==> src/rtl/smsel_pkg.sv <==
package smsel_pkg;

	// Capacity of the chain and width of one sample.
	localparam int MAX_SAMPLES  = 64;
	localparam int SAMPLE_WIDTH = 32;

	// Sample count runs from 0 to MAX_SAMPLES inclusive.
	localparam int CNT_W   = $clog2(MAX_SAMPLES + 1);
	// Shift count runs from 0 to (MAX_SAMPLES - 1) / 2.
	localparam int SHIFT_W = (MAX_SAMPLES > 2) ? $clog2(MAX_SAMPLES) : 1;
	localparam int RES_W   = SAMPLE_WIDTH + 1;

	typedef logic signed [SAMPLE_WIDTH-1:0] sample_t;

	// Command broadcast from the controller to every cell.
	typedef struct packed {
		logic ins;    // insert the broadcast sample
		logic shift;  // every cell but the last takes the value of its right neighbor
		logic clear;  // drop all held samples
	} ctl_t;

	typedef enum logic [1:0] {
		ST_IDLE  = 2'b01,
		ST_DRAIN = 2'b10
	} state_t;

endpackage

==> src/rtl/smsel_cell.sv <==
module smsel_cell (
	input  logic                clk,
	input  logic                arst_n,
	input  smsel_pkg::ctl_t     ctl,
	input  smsel_pkg::sample_t  x,
	input  smsel_pkg::sample_t  left_val,
	input  logic                left_gt,
	input  logic                left_vld,
	input  smsel_pkg::sample_t  right_val,
	output smsel_pkg::sample_t  val,
	output logic                gt,
	output logic                vld
);

	smsel_pkg::sample_t val_q;
	logic               vld_q;
	logic               take;

	// The held sample is larger than the new one, so it moves one place right.
	assign gt   = vld_q && (val_q > x);
	// A cell takes a value if it is displaced or if it is the first free cell.
	assign take = gt || (!vld_q && left_vld);
	assign val  = val_q;
	assign vld  = vld_q;

	always_ff @(posedge clk) begin
		if (ctl.shift) begin
			val_q <= right_val;
		end else if (ctl.ins && take) begin
			val_q <= left_gt ? left_val : x;
		end
	end

	// Clear and insert never come in the same cycle, since the input is
	// stalled while a set is being finished.
	always_ff @(posedge clk or negedge arst_n) begin
		if (!arst_n) begin
			vld_q <= 1'b0;
		end else begin
			if (ctl.clear) begin
				vld_q <= 1'b0;
			end else if (ctl.ins && take) begin
				vld_q <= 1'b1;
			end
		end
	end

endmodule

==> config.mk <==
export PLATFORM = sky130hd
export DESIGN_NAME = smsel_cell
export DESIGN_NICKNAME = d
export VERILOG_FILES = /design/src/rtl/smsel_pkg.sv /design/src/rtl/smsel_cell.sv
export SDC_FILE = /design/constraint.sdc
export NUM_CORES = 1
export LEC_CHECK = 0
export BUFFER_PORTS_ARGS = -buffer_cell sky130_fd_sc_hd__buf_2
export CAP_MARGIN = 20
export CORE_MARGIN = 10
export CORE_UTILIZATION = 40
export DETAILED_ROUTE_END_ITERATION = 16
export HOLD_SLACK_MARGIN = 0.06
export PLACE_DENSITY = 0.85
export SLEW_MARGIN = 20
export SYNTH_ARGS = -nofsm -noshare
export SYNTH_HDL_FRONTEND = slang
export SYNTH_SLANG_ARGS = --single-unit
==> constraint.sdc <==
create_clock -name clk -period 4.65 [get_ports clk]
set_clock_uncertainty 0.1 [all_clocks]
set_input_delay 0.6975 -clock clk [delete_from_list [all_inputs] [get_ports clk]]
set_output_delay 0.6975 -clock clk [all_outputs]
set_load 0.005 [all_outputs]
==> flow_metrics.tcl, run 1 <==
set metrics [dict create \
    cts_tree "yes" \
    status "complete, no violations" \
    placed_cells 468 \
    seq_area_frac_synth_pct 39.7 \
    cts.sinks 33 \
    insertedDiodeCount 0 \
    period_needed_ns 3.42 \
    dp_hpwl_um 6190 \
    grt_util_met1_pct 15.7 \
    p_switching_uw 244 \
    ys_top_cells_by_count "nand2_1, inv_1, o21ai_0" \
    period_share_pct 73.6 \
    core_area_um2 5990 \
    hold_slack_ns 0.0839 \
    vias 2364 \
    vdd_ir_drop_max_uv 161 \
    wl_um 7470 \
    synth.area.top_cells "edfxtp_1, ha_1, mux2i_1" \
    p_leak_uw 0.00178 \
    switching_share_pct 29.5 \
    layoutNonFillerInstCount 476 \
    nets 535 \
    synth_mux_area_share_pct 12.9 \
    ys.warnings.count 0 \
    met2_usage_pct 27.5 \
    cts_hold_buf 0 \
    dieArea_um2 9770 \
    syn_area_per_cell_um2 9.35 \
    die_y_um 98.8 \
    power.density_nw_per_um2 249 \
    p_int_uw 582 \
    endpoint_kind "output pin" \
    syn2layout_area_growth_pct 33.7 \
    final-max-slew-violation-count 0 \
    max-cap-violations 0 \
    grt.total_usage_pct 15.3 \
    gr-total-overflow 0 \
    grt_pass1_wl_um 12500 \
    worstPathMaxFanout 3 \
    grt_pass1_vias 2712 \
    cp.arrival_ns 2.62 \
    io_pins 137 \
    r2r-start "val[5]" \
    clkTransAtPathRegs_ns 0.07 \
    grt.busiest_layer "met2" \
    start_util_pct 41.5 \
    die_x_um 98.8 \
    ctsResizeCount 0 \
    htreeDepth 2 \
    combPwrFrac_pct 29.5 \
    synth_edf_count 32 \
    setup_viol 0 \
    path_cells "buf_2 > inv_1 > ha_1 > a21oi_2 > nand2_1 > a221o_1 > a221o_1 > a21oi_2 > xnor2_1 > nor2_1 > buf_2" \
    cp.required_ns 3.85 \
    total_power_uw 827 \
    yosys.area_share.simple_pct 10.6 \
    synth_top_area_share_pct 38.7 \
    syn-num-nets 401 \
    tns_ns 0 \
    clock_tree.root_cell "clkbuf_8" \
    synth_top_cell_by_area "edfxtp_1" \
    clk_path_buf_depth 2 \
    synth_compound_area_share_pct 13.1 \
    cp_slowest_cell "a221o_1" \
    antenna_found_initial 0 \
    ys_async_sr_fraction_pct 3.03 \
    use_met3_pct 6.91 \
    fillerInstances 534 \
    synth_adder_area_share_pct 16.1 \
    slew_headroom_pct 34.5 \
    hold_class "primary input to asynchronous set/reset pin" \
    seqPwrFrac_pct 46.3 \
    finalHoldViolations 0 \
    num_rows 28 \
    dr.pass1.iters 4 \
    grt_max_degree 66 \
    synth_top_family_by_area "adder cells" \
    drive_above_1_share_pct 37.2 \
    p_clk_share_pct 24.2 \
    worst_pin_slew_ns 0.983 \
    gp_congestion 0.799 \
    crit_path_max_incr_delay_ns 0.34 \
    clock_latency_ns 0.28 \
    syn_inst 266 \
    avgRoutedWirePerCell_um 15.7 \
    yosys.cell_count.top_type "nand2_1" \
    routed_via_density 4.97 \
    post_cts_buffers 0 \
    cts_buffers 5 \
    crit_type "primary input to output pin" \
    dr.first_iter.drc_count 88 \
    drc 0 \
    drtAntennaViolNets 0 \
    io_buffers 136 \
    fmax_mhz 292 \
    grt_setup_unrepaired "false" \
    startpoint "x[10]" \
    synthFlopType "edfxtp_1" \
    ys_types 24 \
    critPathLaunchType "primary input" \
    synth-seq-cells 33 \
    synth_area_um2 2490 \
    synth_xor_area_share_pct 0.352 \
]
-- worst max-delay path: cells and delay by family --
kind / cells / cell delay [ns]
fa+ha+maj: 1 / 0.33
simple gates: 2 / 0.15
xor+xnor: 1 / 0.22
compound gates: 4 / 0.94
buf+inv: 3 / 0.28
-- layout by cell type (no fill, tap or decap), drive strengths merged --
cell and n:
a21o 1, buf 138, nand2 44, inv 36, o211ai 1, a21oi 14, ha 32, edfxtp 32
mux2i 32, clkbuf 5, a221o 2, nand3 5, nor3 1, nand4 6, clkinv 3, nor4 2
a31oi 1, xnor2 1, nor2 5, dfrtp 1, a221oi 1, a211oi 1, o21ai 37
-- logic make-up after synthesis --
group / count (synthesis)
DFF: 33
buffers and inverters: 47
AOI/OAI and AO/OA: 58
xor gates and xnor gates: 1
adders and majority gates: 32
and+or+nand+nor: 63
muxes: 32
-- stage by stage --
stage	setup WS (ns)	util, %	instance area [µm²]
floorplan	0.565	-	2490
global placement	1.25	54.1	3240
detailed placement	1.23	54.1	3240
CTS	1.22	55.5	3320
global route	1.00	55.5	3320
finish	1.23	55.5	3320
-- state kept, by name, summed over array words and instances (netlist names) --
register / cells
vld: 1
val: 32
-- routing by layer --
| metal | routed length, µm | vias up |
|---|---|---|
| met5 | 0 | - |
| met4 | 119 | 0 |
| met3 | 762 | 12 |
| met2 | 3710 | 96 |
| met1 | 2880 | 1045 |
| li1 | - | 1211 |
-- final timing paths --
kind / endpoint / slack [ns] / cells past startpoint
min: vld / 0.08 / 1
max reg2reg: val[15] / 1.72 / 9
min reg2reg: vld / 0.51 / 2
min in group clk: vld / 0.48 / 2
max in group asynchronous: vld / 4.28 / 1
max: gt / 1.23 / 11
-- area by class of cell --
type	instances	area, µm²	share of cell area [%]
Clock inverter	3	12.5	0.377
Timing Repair Buffer	138	696	20.9
Clock buffer	5	68.8	2.07
Multi-Input combinational cell	186	1330	40.1
Inverter	36	135	4.07
Tap cell	75	93.8	2.82
Sequential cell	33	986	29.7
-- power groups by stage --
stage,combinational (µW),sequential [µW],clock [µW]
global placement,237,386,0
detailed placement,247,389,0
floorplan,126,391,0
global route,281,386,227
CTS,249,382,209
finish,244,382,200
(Power assumes the default switching activity.)
==> inputs of run 2 (changes only) <==
- ABC_AREA: not set -> 1
- clock period: 4.65 -> 3.4 ns (I/O delays scaled with it)
==> run 2 against run 1 <==
Net effect:
- combinational power rose by 36%
- core utilization down 1.3 points
- first-iteration DRC count decreased by 28%
- global-route usage is 0.77 points lower
- worst setup slack worse by 0.40 ns
- hold slack improved by 0.18 ns
- power rose by 38%
- clock-buffer cell count grew 3
- cell count up 7.8%
- critical path depth unchanged
- synthesized area grew 3.3%
- critical path type is now flop to output pin
- highest routed layer unchanged
==> flow_metrics.tcl, run 2 <==
set metrics [dict create \
    total_power_uw 1140 \
    grt_pass1_vias 2686 \
    die_x_um 100 \
    post_cts_buffers 0 \
    finalHoldViolations 0 \
    synthFlopType "edfxtp_1" \
    grt_max_degree 63 \
    gr-total-overflow 0 \
    crit_type "flop to output pin" \
    power.density_nw_per_um2 335 \
    drtAntennaViolNets 0 \
    clock_tree.root_cell "clkbuf_8" \
    setup_viol 0 \
    max-cap-violations 0 \
    hold_slack_ns 0.264 \
    grt.total_usage_pct 14.6 \
    status "complete, no violations" \
    yosys.area_share.simple_pct 15.0 \
    synth_top_cell_by_area "edfxtp_1" \
    syn_inst 302 \
    routedLengthMet1_um 2970 \
    reg2regPathDepth 13 \
    syn_area_per_cell_um2 8.50 \
    crit_path_max_incr_delay_ns 0.40 \
    slew_headroom_pct 30.6 \
    yosys.cell_count.top_type "nand2_1" \
    ys.warnings.count 0 \
    wl_um 7580 \
    min_to "vld" \
    drive_above_1_share_pct 34.6 \
    p_leak_uw 0.00175 \
    insertedDiodeCount 0 \
    hold_start "ctl[0]" \
    htreeDepth 2 \
    cp_slowest_cell "edfxtp_1" \
    clock_latency_ns 0.29 \
    met2_length_um 3900 \
    cp.required_ns 2.79 \
    core_area_um2 6280 \
    final-max-slew-violation-count 0 \
    synth_mux_area_share_pct 0 \
    worst_pin_slew_ns 1.04 \
    final_common_cell "buf_2" \
    synth.area.top_cells "edfxtp_1, ha_1, nand2_1" \
    cts_buffers 5 \
    routed_via_density 4.92 \
    grt_setup_unrepaired "false" \
    nets 570 \
    critPathLaunchType "flop" \
    start_util_pct 40.9 \
    drc 0 \
    clk_path_buf_depth 2 \
    largest_register_ffs 32 \
    synth_adder_area_share_pct 15.6 \
    gp_congestion 0.779 \
    layout_common_cells "buf_2, nand2_1, inv_1" \
    top_layer "met4" \
    r2r-start "val[15]" \
    vdd_ir_drop_max_uv 159 \
    cp.arrival_ns 1.96 \
    ys_top_cells_by_count "nand2_1, inv_1, edfxtp_1, ha_1, o21a_1" \
    dieArea_um2 10000 \
    placed_cells 504 \
    period_needed_ns 2.57 \
    period_share_pct 75.6 \
    dp_hpwl_um 6300 \
    synth_area_um2 2570 \
    seq_area_frac_synth_pct 38.4 \
    tns_ns 0 \
    synth-seq-cells 33 \
    grt_pass1_wl_um 12000 \
    switching_share_pct 29.8 \
    worstPathMaxFanout 2 \
    dr.pass1.iters 5 \
    critPathMostFrequentCell "inv_1" \
    antenna_found_initial 0 \
    seqPwrFrac_pct 45.3 \
    synth_top_family_by_area "compound AO/OA/AOI/OAI gates" \
    utilization_pct 54.1 \
    syn-num-nets 437 \
    clkTransAtPathRegs_ns 0.07 \
    cts_tree "yes" \
    layoutNonFillerInstCount 513 \
    io_pins 137 \
    hold_depth 2 \
    rrSetupSlack_ns 0.88 \
    dr.first_iter.drc_count 63 \
    ys_async_sr_fraction_pct 3.03 \
    num_rows 29 \
    hold_class "primary input to flop" \
    route.met3.wl_um 542 \
    p_switching_uw 339 \
    path_cells "ha_1 > nand2_1 > nor2_2 > nand4_1 > inv_1 > nand3_1 > nor3_1 > nor2_1 > nand3_2 > inv_1 > buf_2" \
    combPwrFrac_pct 29.2 \
    synth_xor_area_share_pct 0 \
    endpoint_kind "output pin" \
    synth_edf_count 32 \
    avgRoutedWirePerCell_um 14.8 \
    synth_top_area_share_pct 37.4 \
    syn2layout_area_growth_pct 32.4 \
    r2r-end "val[22]" \
    io_buffers 136 \
    ys_types 21 \
    fmax_mhz 389 \
    p_clk_share_pct 25.5 \
    die_y_um 100 \
    vias 2524 \
    p_int_uw 800 \
    synth_compound_area_share_pct 22.3 \
    cts.sinks 33 \
    fillerInstances 614 \
]
-- run 2: cell count changes in the layout (fill, tap and decap cells not counted), moves of 7 or more --
cell,change
inv_1,+7
nand2_1,+27
o211ai_1,+29
o21ai_0,-33
mux2i_1,-32
o21a_1,+31
nor2_1,+7
a21oi_1,+9
-- run 2: layer usage --
metal  vias to the layer above  global-route usage (%)
met5                         -                       0
met4                         0                    5.54
met3                        17                    4.74
met2                        93                    26.4
met1                      1112                    15.2
li1                       1302                       -
-- run 2: power groups by stage --
stage	combinational, µW	clock, µW	sequential [µW]
after global routing	383	320	521
after floorplan	187	0	528
after global placement	325	0	521
after detailed placement	337	0	525
after CTS	340	299	517
final	333	290	516
-- run 2: how the worst max path moves through the flow --
stage | startpoint | endpoint | slack [ns] | cells after the start
floorplan | x[31] | val[0] | 0.64 | 12
global placement | x[15] | val[5] | 0.67 | 15
detailed placement | x[13] | val[9] | 0.62 | 15
CTS | val[15] | gt | 0.80 | 11
global route | val[13] | val[22] | 0.65 | 13
finish | val[15] | gt | 0.83 | 11
-- run 2: final cells by class --
class	instances	area (µm²)	share of cell area, %
Clock buffer	8	80.1	2.36
Inverter	46	173	5.08
Multi-Input combinational cell	210	1360	39.9
Sequential cell	33	986	29.0
Tap cell	77	96.3	2.84
Timing Repair Buffer	139	706	20.8
-- run 2: kinds of logic after synthesis --
family / after synthesis
DFF: 33
adders and majority gates: 32
and+or+nand+nor: 94
AOI/OAI and AO/OA: 84
buffers and inverters: 59
-- run 2: through the flow --
step           setup WS, ns  instance area, µm²
2_1_floorplan         0.639                2570
3_3_place_gp          0.674                3310
3_5_place_dp          0.616                3310
4_1_cts               0.796                3400
5_1_grt               0.652                3400
6_report              0.831                3400
-- run 2: what timing repair did --
item / CTS / global route
gates resized for setup: 0 / 0
hold buffers: 1 / 0
endpoints found under the hold margin: 1 / 0
setup endpoints to repair: 0 / 0
-- run 2: worst max-delay path, delay by kind of cell, from the launching register on --
| family | cells | cell delay [ns] |
|---|---|---|
| DFF | 1 | 0.40 |
| and+or+nand+nor | 7 | 0.73 |
| buffers and inverters | 3 | 0.23 |
| adders and majority gates | 1 | 0.31 |
==> inputs of run 3 (changes only) <==
- PLACE_DENSITY: 0.85 -> 0.87
- clock period: 3.4 -> 2.3 ns (I/O delays scaled with it)
==> run 3 against run 2 <==
Net effect:
- the flow now finishes with violations (negative setup slack)
- clock-buffer cell count did not move
- sequential power rose by 50%
- first-iteration DRC count is 49% lower
- worst setup slack got worse by 0.89 ns
- global-route usage grew 0.21 points
- critical path type unchanged
- critical endpoint unchanged
- highest routed layer unchanged
==> flow_metrics.tcl, run 3 (synthesized netlist as in run 2, its figures left out) <==
set metrics [dict create \
    status "finished with violations" \
    violations "negative setup slack" \
    final_common_cell "buf_2" \
    fmax_mhz 425 \
    worst_pin_slew_ns 0.457 \
    drive_above_1_share_pct 45.9 \
    endpoint_kind "output pin" \
    nets 583 \
    period_share_pct 102 \
    largest_register_ffs 32 \
    routed_via_density 5.00 \
    clock_latency_ns 0.28 \
    r2r-end "val[12]" \
    utilization_pct 62.0 \
    critPathLaunchType "flop" \
    die_y_um 100 \
    vias 2628 \
    crit_family "compound AO/OA/AOI/OAI gates" \
    vdd_ir_drop_max_uv 292 \
    dp_hpwl_um 6680 \
    finalHoldViolations 0 \
    start_util_pct 40.9 \
    core_area_um2 6280 \
    grt.total_usage_pct 14.8 \
    setup_viol 1 \
    num_rows 29 \
    syn2layout_area_growth_pct 51.5 \
    reg2regPathDepth 12 \
    path_cells "ha_1 > a21oi_1 > o21a_1 > nand2_2 > a21oi_2 > nand2_1 > nand2_1 > nand3_2 > inv_1 > buf_2" \
    period_needed_ns 2.35 \
    gr-total-overflow 0 \
    p_int_uw 1280 \
    dieArea_um2 10000 \
    tns_ns -0.0544 \
    p_switching_uw 557 \
    hold_class "primary input to flop" \
    wl_um 8420 \
    insertedDiodeCount 0 \
    power.density_nw_per_um2 472 \
    critPathMostFrequentCell "nand2_1" \
    dp_slack_ns -0.0514 \
    p_clk_share_pct 22.7 \
    min_to "vld" \
    avgRoutedWirePerCell_um 16.0 \
    drc 0 \
    grt_pass1_wl_um 12200 \
    max-cap-violations 0 \
    p_leak_uw 0.00187 \
    switching_share_pct 30.3 \
    io_pins 137 \
    dr.pass1.iters 4 \
    die_x_um 100 \
    drtAntennaViolNets 0 \
    final-max-slew-violation-count 0 \
    clock_tree.root_cell "clkbuf_8" \
    grt_max_degree 40 \
    hold_depth 2 \
    dr.first_iter.drc_count 32 \
    layout_common_cells "buf_2, nand2_1, inv_1" \
    io_buffers 136 \
    worstPathMaxFanout 2 \
    grt_pass1_vias 2699 \
    cp.required_ns 1.86 \
    cts_buffers 5 \
    cts_tree "yes" \
    total_power_uw 1830 \
    cp.arrival_ns 1.91 \
    seqPwrFrac_pct 42.3 \
    r2r-start "val[23]" \
    crit_type "flop to output pin" \
    cp_slowest_cell "edfxtp_1" \
    setup_slack_ns -0.0544 \
    clk_path_buf_depth 2 \
    htreeDepth 2 \
    hold_start "ctl[0]" \
    combPwrFrac_pct 35.0 \
    cp_num_buf_inv 2 \
    crit_path_max_incr_delay_ns 0.40 \
    slew_headroom_pct 69.5 \
    cts.sinks 33 \
    grt_setup_unrepaired "true" \
    antenna_found_initial 0 \
    rrSetupSlack_ns 0.02 \
    clkTransAtPathRegs_ns 0.06 \
    gp_congestion 0.840 \
]
-- run 3: worst max-delay path by stage --
stage | depth (start not counted) | slack [ns] | to | from
floorplan | 11 | 0.13 | val[0] | val[31]
global placement | 15 | -0.01 | val[2] | x[15]
detailed placement | 15 | -0.05 | val[3] | x[15]
CTS | 11 | -0.07 | gt | val[13]
global route | 10 | -0.19 | gt | val[23]
finish | 10 | -0.05 | gt | val[23]
-- run 3: cell type report --
type	count	area (µm²)
fillers	523	2390
multi-input cells	210	1660
inverters	46	173
repair buffers	152	891
well taps	77	96.3
flip-flops and latches	33	986
clock buffers	8	80.1
-- run 3: power by group through the flow --
stage          combinational, µW  clock [µW]  sequential [µW]
5_1_grt                      716         447              784
3_3_place_gp                 507           0              772
2_1_floorplan                279           0              779
3_5_place_dp                 530           0              776
6_report                     642         416              776
4_1_cts                      536         422              763
-- run 3: what timing repair did --
action / CTS / global route
endpoints found under the hold margin: 1 / 0
resized for setup: 2 / 47
pin swaps: 1 / 9
hold buffers: 1 / 0
buffers inserted: 0 / 3
gates cloned: 0 / 3
endpoints found under the setup margin: 1 / 33
-- run 3: metal layers --
metal / track usage, % / vias to the layer above / share of wire [%]
met4: 3.80 / 0 / 1.3
met3: 5.49 / 10 / 6.5
met2: 27.5 / 78 / 54
met5: 0 / - / 0
met1: 15.1 / 1211 / 38
li1: - / 1329 / -
-- run 3: metrics by stage --
step / cell area, µm² / cells / hold slack, ns
after global routing: 3890 / 526 / 0.101
after floorplan: 2570 / 302 / -0.0506
after global placement: 3410 / 511 / 0.0203
after CTS: 3500 / 520 / 0.109
after detailed placement: 3410 / 511 / 0.0218
final: 3890 / 526 / 0.117
